===== src/hw/rtl/lpcc_pkg.sv =====
// Shared types, codes and helper functions for the long-press countdown controller.
`default_nettype none
package lpcc_pkg;

  typedef enum logic [1:0] {
    OP_BUTTON = 2'd0,
    OP_TICK   = 2'd1,
    OP_SERIAL = 2'd2,
    OP_POT    = 2'd3
  } op_t;

  typedef enum logic [2:0] {
    EV_NONE      = 3'd0,
    EV_PRESS     = 3'd1,
    EV_LONG      = 3'd2,
    EV_SHORT_REL = 3'd3,
    EV_LONG_REL  = 3'd4
  } bevent_t;

  // config register indexes
  localparam logic [1:0] REG_LONG_PRESS = 2'd0;
  localparam logic [1:0] REG_SAMPLE_IVL = 2'd1;
  localparam logic [1:0] REG_TICK_STEP  = 2'd2;

  localparam logic [15:0] LONG_PRESS_RST = 16'd700;
  localparam logic [15:0] SAMPLE_IVL_RST = 16'd50;
  localparam logic [6:0]  TICK_STEP_RST  = 7'd5;
  localparam logic [6:0]  RELOAD_RST     = 7'd30;

  localparam logic [7:0] CHAR_ONE  = 8'h31;
  localparam logic [7:0] CHAR_NINE = 8'h39;
  localparam logic [12:0] POT_FULL = 13'd1023;

  typedef struct packed {
    op_t         op;
    logic [31:0] time_ms;
    logic        button_level;
    logic [7:0]  serial_byte;
    logic [9:0]  pot_value;
  } item_t;

  typedef struct packed {
    logic [3:0] display_digit;
    logic [6:0] count_now;
    logic [6:0] reload_now;
    logic       in_config;
    logic       feed_due;
    bevent_t    button_event;
  } result_t;

  typedef struct packed {
    logic [15:0] long_press_ms;
    logic [15:0] sample_interval_ms;
    logic [6:0]  tick_step;
  } cfg_t;

  // ((1023 - pot) * 8 / 1023 + 1) * 10, as eight parallel threshold compares
  function automatic logic [6:0] pot_select(input logic [9:0] pot);
    logic [12:0] scaled;
    logic [3:0]  q;
    scaled = {~pot, 3'b000};
    q = 4'd0;
    for (int k = 1; k <= 8; k++) begin
      if (scaled >= 13'(POT_FULL * 13'(k))) begin
        q = q + 4'd1;
      end
    end
    return 7'(q + 4'd1) * 7'd10;
  endfunction

  // v / 10 for v below 128 via reciprocal multiply
  function automatic logic [3:0] div10(input logic [6:0] v);
    logic [14:0] prod;
    prod = 15'(v) * 15'd205;
    return prod[14:11];
  endfunction

endpackage
`default_nettype wire


===== src/hw/rtl/lpcc_in_if.sv =====
// Input event channel: valid/ready plus one event word.
`default_nettype none
interface lpcc_in_if;
  logic        valid;
  logic        ready;
  logic [1:0]  op;
  logic [31:0] time_ms;
  logic        button_level;
  logic [7:0]  serial_byte;
  logic [9:0]  pot_value;

  modport source (output valid, op, time_ms, button_level, serial_byte, pot_value,
                  input ready);
  modport sink (input valid, op, time_ms, button_level, serial_byte, pot_value,
                output ready);
endinterface
`default_nettype wire


===== src/hw/rtl/lpcc_out_if.sv =====
// Result channel: valid/ready plus one result word.
`default_nettype none
interface lpcc_out_if;
  logic       valid;
  logic       ready;
  logic [3:0] display_digit;
  logic [6:0] count_now;
  logic [6:0] reload_now;
  logic       in_config;
  logic       feed_due;
  logic [2:0] button_event;

  modport source (output valid, display_digit, count_now, reload_now, in_config,
                  feed_due, button_event, input ready);
  modport sink (input valid, display_digit, count_now, reload_now, in_config,
                feed_due, button_event, output ready);
endinterface
`default_nettype wire


===== src/hw/rtl/lpcc_cfg_if.sv =====
// Configuration write channel: valid/ready, register index and write data.
`default_nettype none
interface lpcc_cfg_if;
  logic        valid;
  logic        ready;
  logic [1:0]  index;
  logic [15:0] data;

  modport source (output valid, index, data, input ready);
  modport sink (input valid, index, data, output ready);
endinterface
`default_nettype wire


===== src/hw/rtl/lpcc_core.sv =====
// Controller state and the single-pass update for one event word.
`default_nettype none
module lpcc_core (
  input  wire logic             clk,
  input  wire logic             rst_n,
  input  wire logic             fire,
  input  wire lpcc_pkg::item_t  item,
  input  wire lpcc_pkg::cfg_t   cfg,
  output lpcc_pkg::result_t     res
);

  logic [6:0]  countdown_r, countdown_nxt;
  logic [6:0]  reload_r, reload_nxt;
  logic [6:0]  selection_r, selection_nxt;
  logic        cfg_active_r, cfg_active_nxt;
  logic        was_high_r, was_high_nxt;
  logic        latched_r, latched_nxt;
  logic [31:0] press_start_r, press_start_nxt;
  logic [31:0] last_sample_r, last_sample_nxt;

  always_comb begin
    logic [31:0] elapsed;
    logic [31:0] dur;
    logic        press;
    logic        feed;
    lpcc_pkg::bevent_t ev;

    countdown_nxt   = countdown_r;
    reload_nxt      = reload_r;
    selection_nxt   = selection_r;
    cfg_active_nxt  = cfg_active_r;
    was_high_nxt    = was_high_r;
    latched_nxt     = latched_r;
    press_start_nxt = press_start_r;
    last_sample_nxt = last_sample_r;
    feed            = 1'b0;
    ev              = lpcc_pkg::EV_NONE;
    elapsed         = item.time_ms - last_sample_r;
    press           = item.button_level && !was_high_r && !latched_r;
    dur             = item.time_ms - (press ? item.time_ms : press_start_r);

    unique case (item.op)
      lpcc_pkg::OP_BUTTON: begin
        // samples no further apart than the interval are dropped
        if (elapsed > {16'd0, cfg.sample_interval_ms}) begin
          if (press) begin
            press_start_nxt = item.time_ms;
            was_high_nxt    = 1'b1;
            ev              = lpcc_pkg::EV_PRESS;
            if (cfg_active_r) begin
              reload_nxt     = selection_r;
              countdown_nxt  = selection_r;
              cfg_active_nxt = 1'b0;
            end
          end
          if (item.button_level && !latched_r && dur >= {16'd0, cfg.long_press_ms}) begin
            latched_nxt    = 1'b1;
            cfg_active_nxt = 1'b1;
            ev             = lpcc_pkg::EV_LONG;
          end
          if (!item.button_level && was_high_r) begin
            was_high_nxt = 1'b0;
            latched_nxt  = 1'b0;
            ev = (dur < {16'd0, cfg.long_press_ms}) ? lpcc_pkg::EV_SHORT_REL
                                                     : lpcc_pkg::EV_LONG_REL;
          end
          last_sample_nxt = item.time_ms;
        end
      end
      lpcc_pkg::OP_TICK: begin
        if (!cfg_active_r) begin
          if (countdown_r <= cfg.tick_step) begin
            countdown_nxt = reload_r;
            feed          = 1'b1;
          end else begin
            countdown_nxt = countdown_r - cfg.tick_step;
          end
        end
      end
      lpcc_pkg::OP_SERIAL: begin
        if (item.serial_byte >= lpcc_pkg::CHAR_ONE && item.serial_byte <= lpcc_pkg::CHAR_NINE) begin
          reload_nxt = 7'(item.serial_byte[3:0]) * 7'd10;
        end
        countdown_nxt = reload_nxt;
      end
      lpcc_pkg::OP_POT: begin
        if (cfg_active_r) begin
          selection_nxt = lpcc_pkg::pot_select(item.pot_value);
        end
      end
    endcase

    res.display_digit = lpcc_pkg::div10(cfg_active_nxt ? selection_nxt : countdown_nxt);
    res.count_now     = countdown_nxt;
    res.reload_now    = reload_nxt;
    res.in_config     = cfg_active_nxt;
    res.feed_due      = feed;
    res.button_event  = ev;
  end

  always_ff @(posedge clk) begin
    if (!rst_n) begin
      countdown_r   <= 7'd0;
      reload_r      <= lpcc_pkg::RELOAD_RST;
      selection_r   <= 7'd0;
      cfg_active_r  <= 1'b0;
      was_high_r    <= 1'b0;
      latched_r     <= 1'b0;
      press_start_r <= 32'd0;
      last_sample_r <= 32'd0;
    end else if (fire) begin
      countdown_r   <= countdown_nxt;
      reload_r      <= reload_nxt;
      selection_r   <= selection_nxt;
      cfg_active_r  <= cfg_active_nxt;
      was_high_r    <= was_high_nxt;
      latched_r     <= latched_nxt;
      press_start_r <= press_start_nxt;
      last_sample_r <= last_sample_nxt;
    end
  end

endmodule
`default_nettype wire


===== src/hw/rtl/long_press_countdown_controller.sv =====
// Top level: input register, config registers, update core and result register.
// Order: an accepted input word waits in the input register, then its result word
//   in the result register, which holds the flow while the receiver stalls.
// Throughput: one word per cycle while the result side takes words; the core
//   computes each update combinationally from the input register.
// Reset (rst_n low, synchronous): both stages empty, state and config registers
//   to their defaults (long press 700, interval 50, step 5, reload 30).
`default_nettype none
module long_press_countdown_controller (
  input  wire logic  clk,
  input  wire logic  rst_n,
  lpcc_in_if.sink    in_ch,
  lpcc_out_if.source out_ch,
  lpcc_cfg_if.sink   cfg_ch
);

  // config registers; writes must come only while idle: the user is bound, as the block has no hazard guard
  lpcc_pkg::cfg_t cfg_r;

  assign cfg_ch.ready = 1'b1;

  always_ff @(posedge clk) begin
    if (!rst_n) begin
      cfg_r.long_press_ms      <= lpcc_pkg::LONG_PRESS_RST;
      cfg_r.sample_interval_ms <= lpcc_pkg::SAMPLE_IVL_RST;
      cfg_r.tick_step          <= lpcc_pkg::TICK_STEP_RST;
    end else if (cfg_ch.valid) begin
      unique case (cfg_ch.index)
        lpcc_pkg::REG_LONG_PRESS: cfg_r.long_press_ms      <= cfg_ch.data;
        lpcc_pkg::REG_SAMPLE_IVL: cfg_r.sample_interval_ms <= cfg_ch.data;
        lpcc_pkg::REG_TICK_STEP:  cfg_r.tick_step          <= cfg_ch.data[6:0];
        default: ;  // writes beyond the register list are dropped
      endcase
    end
  end

  // pipeline advance: result slot free or being drained this cycle
  logic in_v_r;
  logic out_v_r;
  logic adv;
  logic fire;
  lpcc_pkg::item_t   item_r;
  lpcc_pkg::result_t res;
  lpcc_pkg::result_t res_r;

  assign adv         = !out_v_r || out_ch.ready;
  assign fire        = in_v_r && adv;
  assign in_ch.ready = !in_v_r || adv;

  // input register
  always_ff @(posedge clk) begin
    if (!rst_n) begin
      in_v_r <= 1'b0;
    end else if (in_ch.ready) begin
      in_v_r <= in_ch.valid;
    end
  end

  always_ff @(posedge clk) begin
    if (in_ch.ready && in_ch.valid) begin
      item_r.op           <= lpcc_pkg::op_t'(in_ch.op);
      item_r.time_ms      <= in_ch.time_ms;
      item_r.button_level <= in_ch.button_level;
      item_r.serial_byte  <= in_ch.serial_byte;
      item_r.pot_value    <= in_ch.pot_value;
    end
  end

  lpcc_core u_core (
    .clk   (clk),
    .rst_n (rst_n),
    .fire  (fire),
    .item  (item_r),
    .cfg   (cfg_r),
    .res   (res)
  );

  // result register
  always_ff @(posedge clk) begin
    if (!rst_n) begin
      out_v_r <= 1'b0;
    end else if (adv) begin
      out_v_r <= in_v_r;
    end
  end

  always_ff @(posedge clk) begin
    if (fire) begin
      res_r <= res;
    end
  end

  assign out_ch.valid         = out_v_r;
  assign out_ch.display_digit = res_r.display_digit;
  assign out_ch.count_now     = res_r.count_now;
  assign out_ch.reload_now    = res_r.reload_now;
  assign out_ch.in_config     = res_r.in_config;
  assign out_ch.feed_due      = res_r.feed_due;
  assign out_ch.button_event  = res_r.button_event;

endmodule
`default_nettype wire


===== src/flat_wrapper.sv =====
// flat-port wrapper written by rule: the top's interface ports become plain ports
module long_press_countdown_controller_flat 
  (clk, rst_n, in_ch_valid, in_ch_op, in_ch_time_ms, in_ch_button_level, in_ch_serial_byte, in_ch_pot_value, in_ch_ready, out_ch_valid, out_ch_display_digit, out_ch_count_now, out_ch_reload_now, out_ch_in_config, out_ch_feed_due, out_ch_button_event, out_ch_ready, cfg_ch_valid, cfg_ch_index, cfg_ch_data, cfg_ch_ready);
  lpcc_in_if in_ch_i ();
  lpcc_out_if out_ch_i ();
  lpcc_cfg_if cfg_ch_i ();
  input  wire logic clk;
  input  wire logic rst_n;
  input wire logic [$bits(in_ch_i.valid)-1:0] in_ch_valid;
  input wire logic [$bits(in_ch_i.op)-1:0] in_ch_op;
  input wire logic [$bits(in_ch_i.time_ms)-1:0] in_ch_time_ms;
  input wire logic [$bits(in_ch_i.button_level)-1:0] in_ch_button_level;
  input wire logic [$bits(in_ch_i.serial_byte)-1:0] in_ch_serial_byte;
  input wire logic [$bits(in_ch_i.pot_value)-1:0] in_ch_pot_value;
  output wire logic [$bits(in_ch_i.ready)-1:0] in_ch_ready;
  output wire logic [$bits(out_ch_i.valid)-1:0] out_ch_valid;
  output wire logic [$bits(out_ch_i.display_digit)-1:0] out_ch_display_digit;
  output wire logic [$bits(out_ch_i.count_now)-1:0] out_ch_count_now;
  output wire logic [$bits(out_ch_i.reload_now)-1:0] out_ch_reload_now;
  output wire logic [$bits(out_ch_i.in_config)-1:0] out_ch_in_config;
  output wire logic [$bits(out_ch_i.feed_due)-1:0] out_ch_feed_due;
  output wire logic [$bits(out_ch_i.button_event)-1:0] out_ch_button_event;
  input wire logic [$bits(out_ch_i.ready)-1:0] out_ch_ready;
  input wire logic [$bits(cfg_ch_i.valid)-1:0] cfg_ch_valid;
  input wire logic [$bits(cfg_ch_i.index)-1:0] cfg_ch_index;
  input wire logic [$bits(cfg_ch_i.data)-1:0] cfg_ch_data;
  output wire logic [$bits(cfg_ch_i.ready)-1:0] cfg_ch_ready;
  assign in_ch_i.valid = in_ch_valid;
  assign in_ch_i.op = in_ch_op;
  assign in_ch_i.time_ms = in_ch_time_ms;
  assign in_ch_i.button_level = in_ch_button_level;
  assign in_ch_i.serial_byte = in_ch_serial_byte;
  assign in_ch_i.pot_value = in_ch_pot_value;
  assign in_ch_ready = in_ch_i.ready;
  assign out_ch_valid = out_ch_i.valid;
  assign out_ch_display_digit = out_ch_i.display_digit;
  assign out_ch_count_now = out_ch_i.count_now;
  assign out_ch_reload_now = out_ch_i.reload_now;
  assign out_ch_in_config = out_ch_i.in_config;
  assign out_ch_feed_due = out_ch_i.feed_due;
  assign out_ch_button_event = out_ch_i.button_event;
  assign out_ch_i.ready = out_ch_ready;
  assign cfg_ch_i.valid = cfg_ch_valid;
  assign cfg_ch_i.index = cfg_ch_index;
  assign cfg_ch_i.data = cfg_ch_data;
  assign cfg_ch_ready = cfg_ch_i.ready;
  long_press_countdown_controller u_core (.clk(clk), .rst_n(rst_n), .in_ch(in_ch_i), .out_ch(out_ch_i), .cfg_ch(cfg_ch_i));
endmodule

===== config.mk =====
export PLATFORM = sky130hd
export DESIGN_NAME = long_press_countdown_controller_flat
export DESIGN_NICKNAME = d
export VERILOG_FILES = /design/src/hw/rtl/lpcc_pkg.sv /design/src/hw/rtl/lpcc_in_if.sv /design/src/hw/rtl/lpcc_out_if.sv /design/src/hw/rtl/lpcc_cfg_if.sv /design/src/hw/rtl/lpcc_core.sv /design/src/hw/rtl/long_press_countdown_controller.sv /design/src/flat_wrapper.sv
export SDC_FILE = /design/constraint.sdc
export NUM_CORES = 1
export LEC_CHECK = 0
export ABC_AREA = 1
export BUFFER_PORTS_ARGS = -buffer_cell sky130_fd_sc_hd__buf_2
export CAP_MARGIN = 0
export CORE_AREA = 2 2 200 202
export DETAILED_ROUTE_END_ITERATION = 8
export DIE_AREA = 0 0 202 204
export PLACE_DENSITY_LB_ADDON = 0.25
export SYNTH_ARGS = -nofsm -noshare
export SYNTH_HDL_FRONTEND = slang
export SYNTH_HIERARCHICAL = 1
export SYNTH_SLANG_ARGS = --single-unit

===== constraint.sdc =====
create_clock -name clk -period 17.9 [get_ports clk]
set_input_delay 3.58 -clock clk [delete_from_list [all_inputs] [get_ports clk]]
set_output_delay 3.58 -clock clk [all_outputs]
set_load 0.02 [all_outputs]

==> metrics.yaml, run 1 <==
whs_ns: 0.4467
cp_common_cell: "nand2_1"
finalHoldViolations: 0
status: "complete, no violations"
post_cts_resized: 0
fin_tns_setup_ns: 0
synthDistinctLibCells: 55
grt_pass1_wl_mm: 69.35
vias_per_cell: 5.075
post_cts_buffers: 0
dieWidth_um: 202
yosysMostFrequentCell: "nand2_1"
nFillCells: 4112
drc: 0
dr.first_iter.drc_count: 881
area_delta_synth_final_pct: 11.70
synth_ff_type: "dfxtp_1"
regArea_mm2: 0.004865
wire_per_inst_um: 15.12
clkTransAtPathRegs_ns: 0.06
hold_path.class: "flip-flop to flip-flop"
ys_seq_area_frac: 0.3164
via_count: 14400
drive_gt1_frac: 0.09857
synth-seq-cells: 205
ir_drop_mv: 0.06382
grt_start_max_net_pins: 78
nNetsFinal: 2517
grt_setup_unrepaired: "no"
required_ns: 18.20
drv_slew: 0
crit_fanout: 65
skew_ns: 0.01410
multi_input_area_mm2: 0.008808
max_freq_mhz: 110.0
core_mm2: 0.03918
synth-edff-count: 76
grt.overflow.total: 0
diodes: 0
drv_cap: 0
crit_type: "flip-flop to flip-flop"
antenna_found_initial: 0
gp_congestion: 0.9527
clock-sinks: 205
tritoncts: "done"
cts_buffers: 26
ant_nets: 0
htree_levels: 1
p_leak_uw: 0.008313
first_pass_iters: 7
grt_use_total: 0.2061
dieHeight_um: 204
yosysTopAreaCell: "dfxtp_1"
routed_wl_mm: 42.91
netlist.area_leader.share: 0.1680
finalCritPeriodShare: 0.5077
ys_top_cells_by_area: "dfxtp_1 (17%), edfxtp_1 (15%), nand2_1 (13%), ha_1 (11%), inv_1 (9.0%)"
synth_nets: 2437
syn_area_mm2: 0.01537
avgSynthCellArea_um2: 6.947
arrival_ns: 9.39
yosys_warnings: 6
root_buffer: "clkbuf_16"
ios: 102
p_per_area_mw_per_mm2: 88.36
slowest_delay_ns: 0.66
worst_pin_slew_ns: 1.014
rows: 73
cp-start-kind: "flip-flop"
cts_hold_buf: 0
syn_inst: 2213
grt_pass1_vias: 13980
synthTopCellsByCount: "nand2_1 (529), inv_1 (368), a21oi_1 (205)"
start_util: 0.3923
io_buffers: 100
async_reset_ff_frac: 0
end_kind: "flip-flop"
slowest_stage: "buf_4"
clockBufferDepth: 3
clock_latency_ns: 0.54
dieArea_mm2: 0.04121
finalSetupViolations: 0
relSlewSlack: 0.3147
dp_hpwl_mm: 33.90
layout_min_cycle_time_ns: 9.089
## flip-flops by register name (all words and copies together), names as in the netlist, 3 cells and up
name / flops
u_core/cfg_r: 39
u_core/item_r: 53
u_core/out_ch.display_digit: 4
u_core/u_core/countdown_r: 7
u_core/out_ch.button_event: 3
u_core/u_core/last_sample_r: 32
u_core/out_ch.count_now: 7
u_core/u_core/reload_r: 7
u_core/u_core/selection_r: 7
u_core/out_ch.reload_now: 7
u_core/u_core/press_start_r: 32
## worst max-delay path: cells and delay by family, from the launching register on
kind,cells,cell delay (ns)
buf+inv,7,1.11
fa+ha+maj,8,2.74
simple gates,27,2.67
flops,1,0.44
xor+xnor,1,0.26
compound gates,7,1.57
## logic make-up (layout without fill, tap and decap cells)
kind of cell / count (synthesis) / after routing / share of synthesized area
AO/OA/AOI/OAI: 429 / 429 / 0.1480
XOR/XNOR: 44 / 44 / 0.02507
adder cells (fa/ha/maj): 148 / 148 / 0.1263
buffers and inverters: 441 / 541 / 0.1117
flip-flops: 205 / 205 / 0.3164
multiplexers: 2 / 2 / 0.001302
other: 1 / 1 / 0.0002439
AND/OR/NAND/NOR: 943 / 943 / 0.2709
## stage by stage
step           setup WS [ns]  utilization  instances  total power [uW]  area (um^2)
6_report               8.811       0.4383       2838              1517        17170
5_1_grt                7.946       0.4383       2838              1621        17170
4_1_cts                8.813       0.4383       2838              1531        17170
3_5_place_dp           8.809       0.4167       2790              1006        16330
3_3_place_gp           8.976       0.4167       2790             997.4        16330
2_1_floorplan          10.22            -       2213             881.4        15370
## area by class of cell
cell class / count / area share
multi-input combinational: 1567 / 0.5129
sequential: 205 / 0.2833
inverter: 387 / 0.08459
clock buffer: 37 / 0.04270
tap: 525 / 0.03825
timing repair buffer: 106 / 0.03177
clock inverter: 11 / 0.006485
## power breakdown
| group | total, uW | leakage [uW] | internal (uW) | switching, uW |
|---|---|---|---|---|
| registers | 530 | 0.00179 | 512 | 17.8 |
| logic | 470 | 0.00612 | 165 | 304 |
| clock network | 518 | 0.000406 | 313 | 205 |
| total | 1520 | 0.00831 | 991 | 527 |
## cells in the final DEF, fill, tap and decap left out, types with 9 or more instances in the layout
cell         n
a21oi_1    204
buf_2      100
clkbuf_16   27
dfxtp_1    129
edfxtp_1    76
fa_1        12
ha_1       136
inv_1      367
inv_2       16
nand2_1    529
nand2_2     19
nand3_1    104
nand3_2     16
nand3_4      9
nand4_1     23
nor2_1     193
nor3_1      19
o211ai_1     9
o21ai_0    162
o21ai_1     18
xnor2_1     10
xor2_1      34
## path summary, 6_finish.rpt
kind	start	endpoint	slack (ns)	cells after the start
setup / recovery	u_core/item_r[18]	u_core/out_ch.display_digit[3]	8.81	50
hold / removal	u_core/u_core/press_start_r[21]	u_core/u_core/press_start_r[21]	0.45	2
setup reg to reg	u_core/item_r[18]	u_core/out_ch.display_digit[3]	8.81	50
hold reg to reg	u_core/u_core/press_start_r[21]	u_core/u_core/press_start_r[21]	0.45	2
## per-layer routing
layer	global-route usage	vias up	routed length, um
met3	0.02838	81	1960
met2	0.3611	351	20180
li1	-	7314	-
met1	0.2633	6656	19560
met5	0	-	0
met4	0.06197	0	1216
Note: power is estimated with default switching activity, not from simulation.
==> run 2: changes to the inputs <==
==> constraint.sdc (replaced) <==
create_clock -name clk -period 8.45 [get_ports clk]
set_input_delay 1.69 -clock clk [delete_from_list [all_inputs] [get_ports clk]]
set_output_delay 1.69 -clock clk [all_outputs]
set_load 0.02 [all_outputs]
==> metrics.yaml, run 2 (synthesis gave the netlist of run 1 again) <==
diodes: 0
swShare: 0.3477
nNetsFinal: 2535
top_regs: "u_core/item_r x53, u_core/cfg_r x39"
cts_hold_buf: 0
drive_gt1_frac: 0.1098
drv_slew: 0
first_pass_iters: 7
arrival_ns: 7.95
nFillCells: 4053
drv_cap: 0
cp_common_cell: "nand2_1"
post_cts_resized: 0
r2r_setup_slack_ns: 0.81
layout_common_cells: "nand2_1 (529), inv_1 (367), a21oi_1 (204), nor2_1 (193), o21ai_0 (160)"
grtUsageMet1: 0.2616
relSlewSlack: 0.2933
grt.overflow.total: 0
post_cts_buffers: 0
io_buffers: 100
routed_wl_mm: 43.11
p_leak_uw: 0.008443
htree_levels: 1
hold_path.class: "flip-flop to flip-flop"
cts_buffers: 26
crit_fanout: 7
finalSetupViolations: 0
root_buffer: "clkbuf_16"
wire_per_inst_um: 15.09
grt_pass1_vias: 13590
grt_use_total: 0.2071
rows: 73
skew_ns: 0.01310
top_usage_layer: "met2"
placed_cells: 2808
dieWidth_um: 202
dieHeight_um: 204
ios: 102
layout_min_cycle_time_ns: 7.641
fin_tns_setup_ns: 0
regArea_mm2: 0.004865
p_total_uw: 3248
slowest_delay_ns: 0.42
multi_input_area_mm2: 0.008818
worst_pin_slew_ns: 1.060
cp-start-kind: "flip-flop"
p_per_area_mw_per_mm2: 187.1
gr-usage-met3: 0.02742
clkPwrFrac: 0.341
pre_cts_slack_ns: 0.6689
ant_nets: 0
ir_drop_mv: 0.1856
clkTransAtPathRegs_ns: 0.06
finalHoldViolations: 0
clock_latency_ns: 0.55
tritoncts: "done"
largest_register: "u_core/item_r"
gp_congestion: 0.9206
drc: 0
area_delta_synth_final_pct: 12.90
clock-sinks: 205
required_ns: 8.76
finalCritPeriodShare: 0.9043
grt_setup_unrepaired: "no"
layout_commonest_cell: "nand2_1"
internal-power_uw: 2119
grt_pass1_wl_mm: 69.08
slowest_stage: "nor3_1"
critPathBufInv: 7
power_frac_comb: 0.313
clockBufferDepth: 3
grtUsageMet2: 0.3672
p_seq_frac: 0.345
start_util: 0.3923
core_mm2: 0.03918
final.setup.worst_slack_ns: 0.8085
fin_cells: 2856
p_sw_uw: 1129
crit_family: "adder cells"
status: "complete, no violations"
largest_reg_flops: 53
dr.first_iter.drc_count: 925
via_count: 14210
grt_start_max_net_pins: 102
max_freq_mhz: 130.9
end_kind: "flip-flop"
antenna_found_initial: 0
vias_per_cell: 4.975
dp_hpwl_mm: 34.19
crit_type: "flip-flop to flip-flop"
dieArea_mm2: 0.04121
==> run 2: final cells by class <==
type                       instances  area share
timing repair buffer             124     0.04008
clock inverter                    12    0.005767
clock buffer                      36     0.04405
multi-input combinational       1567      0.5081
tap                              525     0.03785
sequential                       205      0.2803
inverter                         387     0.08391
==> run 2: final timing paths <==
| check | endpoint | from | cells past startpoint |
|---|---|---|---|
| setup reg to reg | u_core/out_ch.display_digit[3] | u_core/item_r[19] | 42 |
| setup / recovery | u_core/out_ch.display_digit[3] | u_core/item_r[19] | 42 |
| hold reg to reg | u_core/u_core/press_start_r[21] | u_core/u_core/press_start_r[21] | 2 |
| hold / removal | u_core/u_core/press_start_r[21] | u_core/u_core/press_start_r[21] | 2 |
==> run 2: power by group through the flow <==
stage	combinational [uW]	sequential, uW	clock [uW]
floorplan	728	1140	0
global placement	995	1140	0
detailed placement	1010	1140	0
CTS	1020	1120	1140
global route	1170	1130	1180
finish	1020	1120	1110
==> run 2: worst min-delay path, stage by stage (launching register included) <==
cell     delay [ns]
dfxtp_1        0.29
inv_1          0.06
a21oi_1        0.05
==> run 2: per-layer routing <==
layer  up-vias  part of all wire
li1       7370                 -
met1      6457              0.45
met2       312              0.48
met3        69             0.045
met4         0             0.030
met5         -                 0
==> run 2: metrics by stage <==
step                      area (um^2)  utilization  hold WS, ns
after global routing            17360       0.4430       0.4569
after floorplan                 15370            -       0.4267
after detailed placement        16460       0.4202       0.4392
final                           17360       0.4430       0.4466
after CTS                       17330       0.4422       0.4479
after global placement          16460       0.4202       0.4336
==> run 3: changes to the inputs <==
--- a/config.mk
+++ b/config.mk
@@ -8,11 +8,10 @@
 export ABC_AREA = 1
 export BUFFER_PORTS_ARGS = -buffer_cell sky130_fd_sc_hd__buf_2
 export CAP_MARGIN = 0
-export CORE_AREA = 2 2 200 202
+export CORE_AREA = 2 2 178 223
 export DETAILED_ROUTE_END_ITERATION = 8
-export DIE_AREA = 0 0 202 204
+export DIE_AREA = 0 0 180 225
 export PLACE_DENSITY_LB_ADDON = 0.25
 export SYNTH_ARGS = -nofsm -noshare
 export SYNTH_HDL_FRONTEND = slang
-export SYNTH_HIERARCHICAL = 1
 export SYNTH_SLANG_ARGS = --single-unit
==> metrics.yaml, run 3 <==
top_layer: "met4"
async_reset_ff_frac: 0
ys_seq_area_frac: 0.3200
grt.overflow.total: 0
via_count: 13960
ys_top_cells_by_area: "dfxtp_1 (17%), edfxtp_1 (15%), nand2_1 (12%), ha_1 (11%), inv_1 (8.8%)"
crit_fanout: 8
first_pass_iters: 6
fin_tns_setup_ns: 0
synth_ff_type: "dfxtp_1"
synth_nets: 2378
clock-sinks: 205
syn_inst: 2154
crit_type: "flip-flop to flip-flop"
max_freq_mhz: 129.4
finalSetupViolations: 0
yosys_warnings: 0
dr.first_iter.drc_count: 873
grt_pass1_vias: 13420
core_mm2: 0.03814
wl_met3_mm: 2.011
yosysMostFrequentCell: "nand2_1"
dp_hpwl_mm: 35.54
layout_commonest_cell: "nand2_1"
final.setup.worst_slack_ns: 0.7237
dieArea_mm2: 0.04050
avgSynthCellArea_um2: 7.057
grt_start_max_net_pins: 110
worst_pin_slew_ns: 1.051
ios: 102
final_util: 0.4490
tritoncts: "done"
drv_slew: 0
layout_common_cells: "nand2_1 (499), inv_1 (356), a21oi_1 (201), o21ai_0 (197), nor2_1 (157)"
synthTopCellsByCount: "nand2_1 (499), inv_1 (358), a21oi_1 (201)"
yosysTopAreaCell: "dfxtp_1"
relSlewSlack: 0.2947
drv_cap: 0
hold_path.class: "flip-flop to flip-flop"
dieHeight_um: 225
ir_drop_mv: 0.1286
slowest_stage: "edfxtp_1"
skew_ns: 0.01314
p_total_uw: 3234
gp_congestion: 0.9070
p_leak_uw: 0.008186
wire_per_inst_um: 15.94
dieWidth_um: 180
required_ns: 8.73
status: "complete, no violations"
largest_reg_flops: 53
slowest_delay_ns: 0.55
clock_latency_ns: 0.54
arrival_ns: 8.00
area_delta_synth_final_pct: 12.64
syn_area_mm2: 0.01520
layout_min_cycle_time_ns: 7.726
ant_nets: 0
drc: 0
grt_pass1_wl_mm: 69.85
nNetsFinal: 2473
p_per_area_mw_per_mm2: 188.9
routed_wl_mm: 43.99
netlist.area_leader.share: 0.1699
drive_gt1_frac: 0.1129
synth-seq-cells: 205
synth-edff-count: 76
cts_buffers: 24
wl_met1_mm: 19.22
cts_hold_buf: 0
synthDistinctLibCells: 52
clkTransAtPathRegs_ns: 0.06
rows: 80
pre_cts_slack_ns: 0.3934
finalHoldViolations: 0
cp-start-kind: "flip-flop"
largest_register: "u_core.item_r"
diodes: 0
top_regs: "u_core.item_r x53, u_core.cfg_r x39"
start_util: 0.3986
grt_use_total: 0.2156
root_buffer: "clkbuf_16"
finalCritPeriodShare: 0.9144
io_buffers: 100
cp_common_cell: "nand2_1"
dr_wl_met2_mm: 20.92
clockBufferDepth: 3
htree_levels: 1
vias_per_cell: 5.058
antenna_found_initial: 0
end_kind: "flip-flop"
run 3: metrics by stage:
stage          instances  hold slack [ns]  area, um^2
2_1_floorplan       2154           0.4267       15200
3_3_place_gp        2709           0.4343       16220
3_5_place_dp        2709           0.4398       16220
4_1_cts             2753           0.4497       17040
5_1_grt             2759           0.4597       17120
6_report            2759           0.4490       17120
run 3: cell type report:
class | instances | area [um^2]
tap | 492 | 615.6
timing repair buffer | 118 | 635.6
fill | 3886 | 21010
multi-input combinational | 1519 | 8750
sequential | 205 | 4865
clock buffer | 33 | 706.9
inverter | 381 | 1434
clock inverter | 11 | 116.4
run 3: logic make-up after synthesis:
kind of cell	count (synthesis)	share of synthesized area
simple gates	849	0.2484
compound gates	471	0.1669
buf+inv	430	0.1077
flops	205	0.3200
fa+ha+maj	148	0.1277
xor+xnor	48	0.02766
mux	2	0.001317
other cells	1	0.0002467
run 3: final timing paths:
path,end,cells after the start,startpoint,slack (ns)
min reg2reg,u_core.u_core.press_start_r[30],2,u_core.u_core.press_start_r[30],0.45
max,u_core.out_ch.display_digit[3],41,u_core.item_r[24],0.72
min,u_core.u_core.press_start_r[30],2,u_core.u_core.press_start_r[30],0.45
max reg2reg,u_core.out_ch.display_digit[3],41,u_core.item_r[24],0.72
run 3: power breakdown:
| part | switching [uW] | internal (uW) | leakage [uW] |
|---|---|---|---|
| combinational | 662 | 367 | 0.00601 |
| sequential | 38.6 | 1090 | 0.00179 |
| clock | 433 | 647 | 0.000391 |
| total | 1130 | 2100 | 0.00819 |
run 3: critical path, delay by kind of cell (launching register included):
kind                       cells  cell delay [ns]
AOI/OAI and AO/OA             10             1.56
xor gates and xnor gates       2             0.43
adders and majority gates      7             2.52
buffers and inverters          6             0.61
DFF                            1             0.55
and+or+nand+nor               16             1.79
run 3: timing repair:
item | CTS | global route
gates resized for setup | 0 | 10
endpoints found under the setup margin | 0 | 4
setup buffers | 0 | 6
run 3: metal layers:
layer | vias to the layer above | global-route usage
met5 | - | 0
met3 | 86 | 0.02311
li1 | 7217 | -
met4 | 0 | 0.08681
met2 | 364 | 0.3854
met1 | 6289 | 0.2649
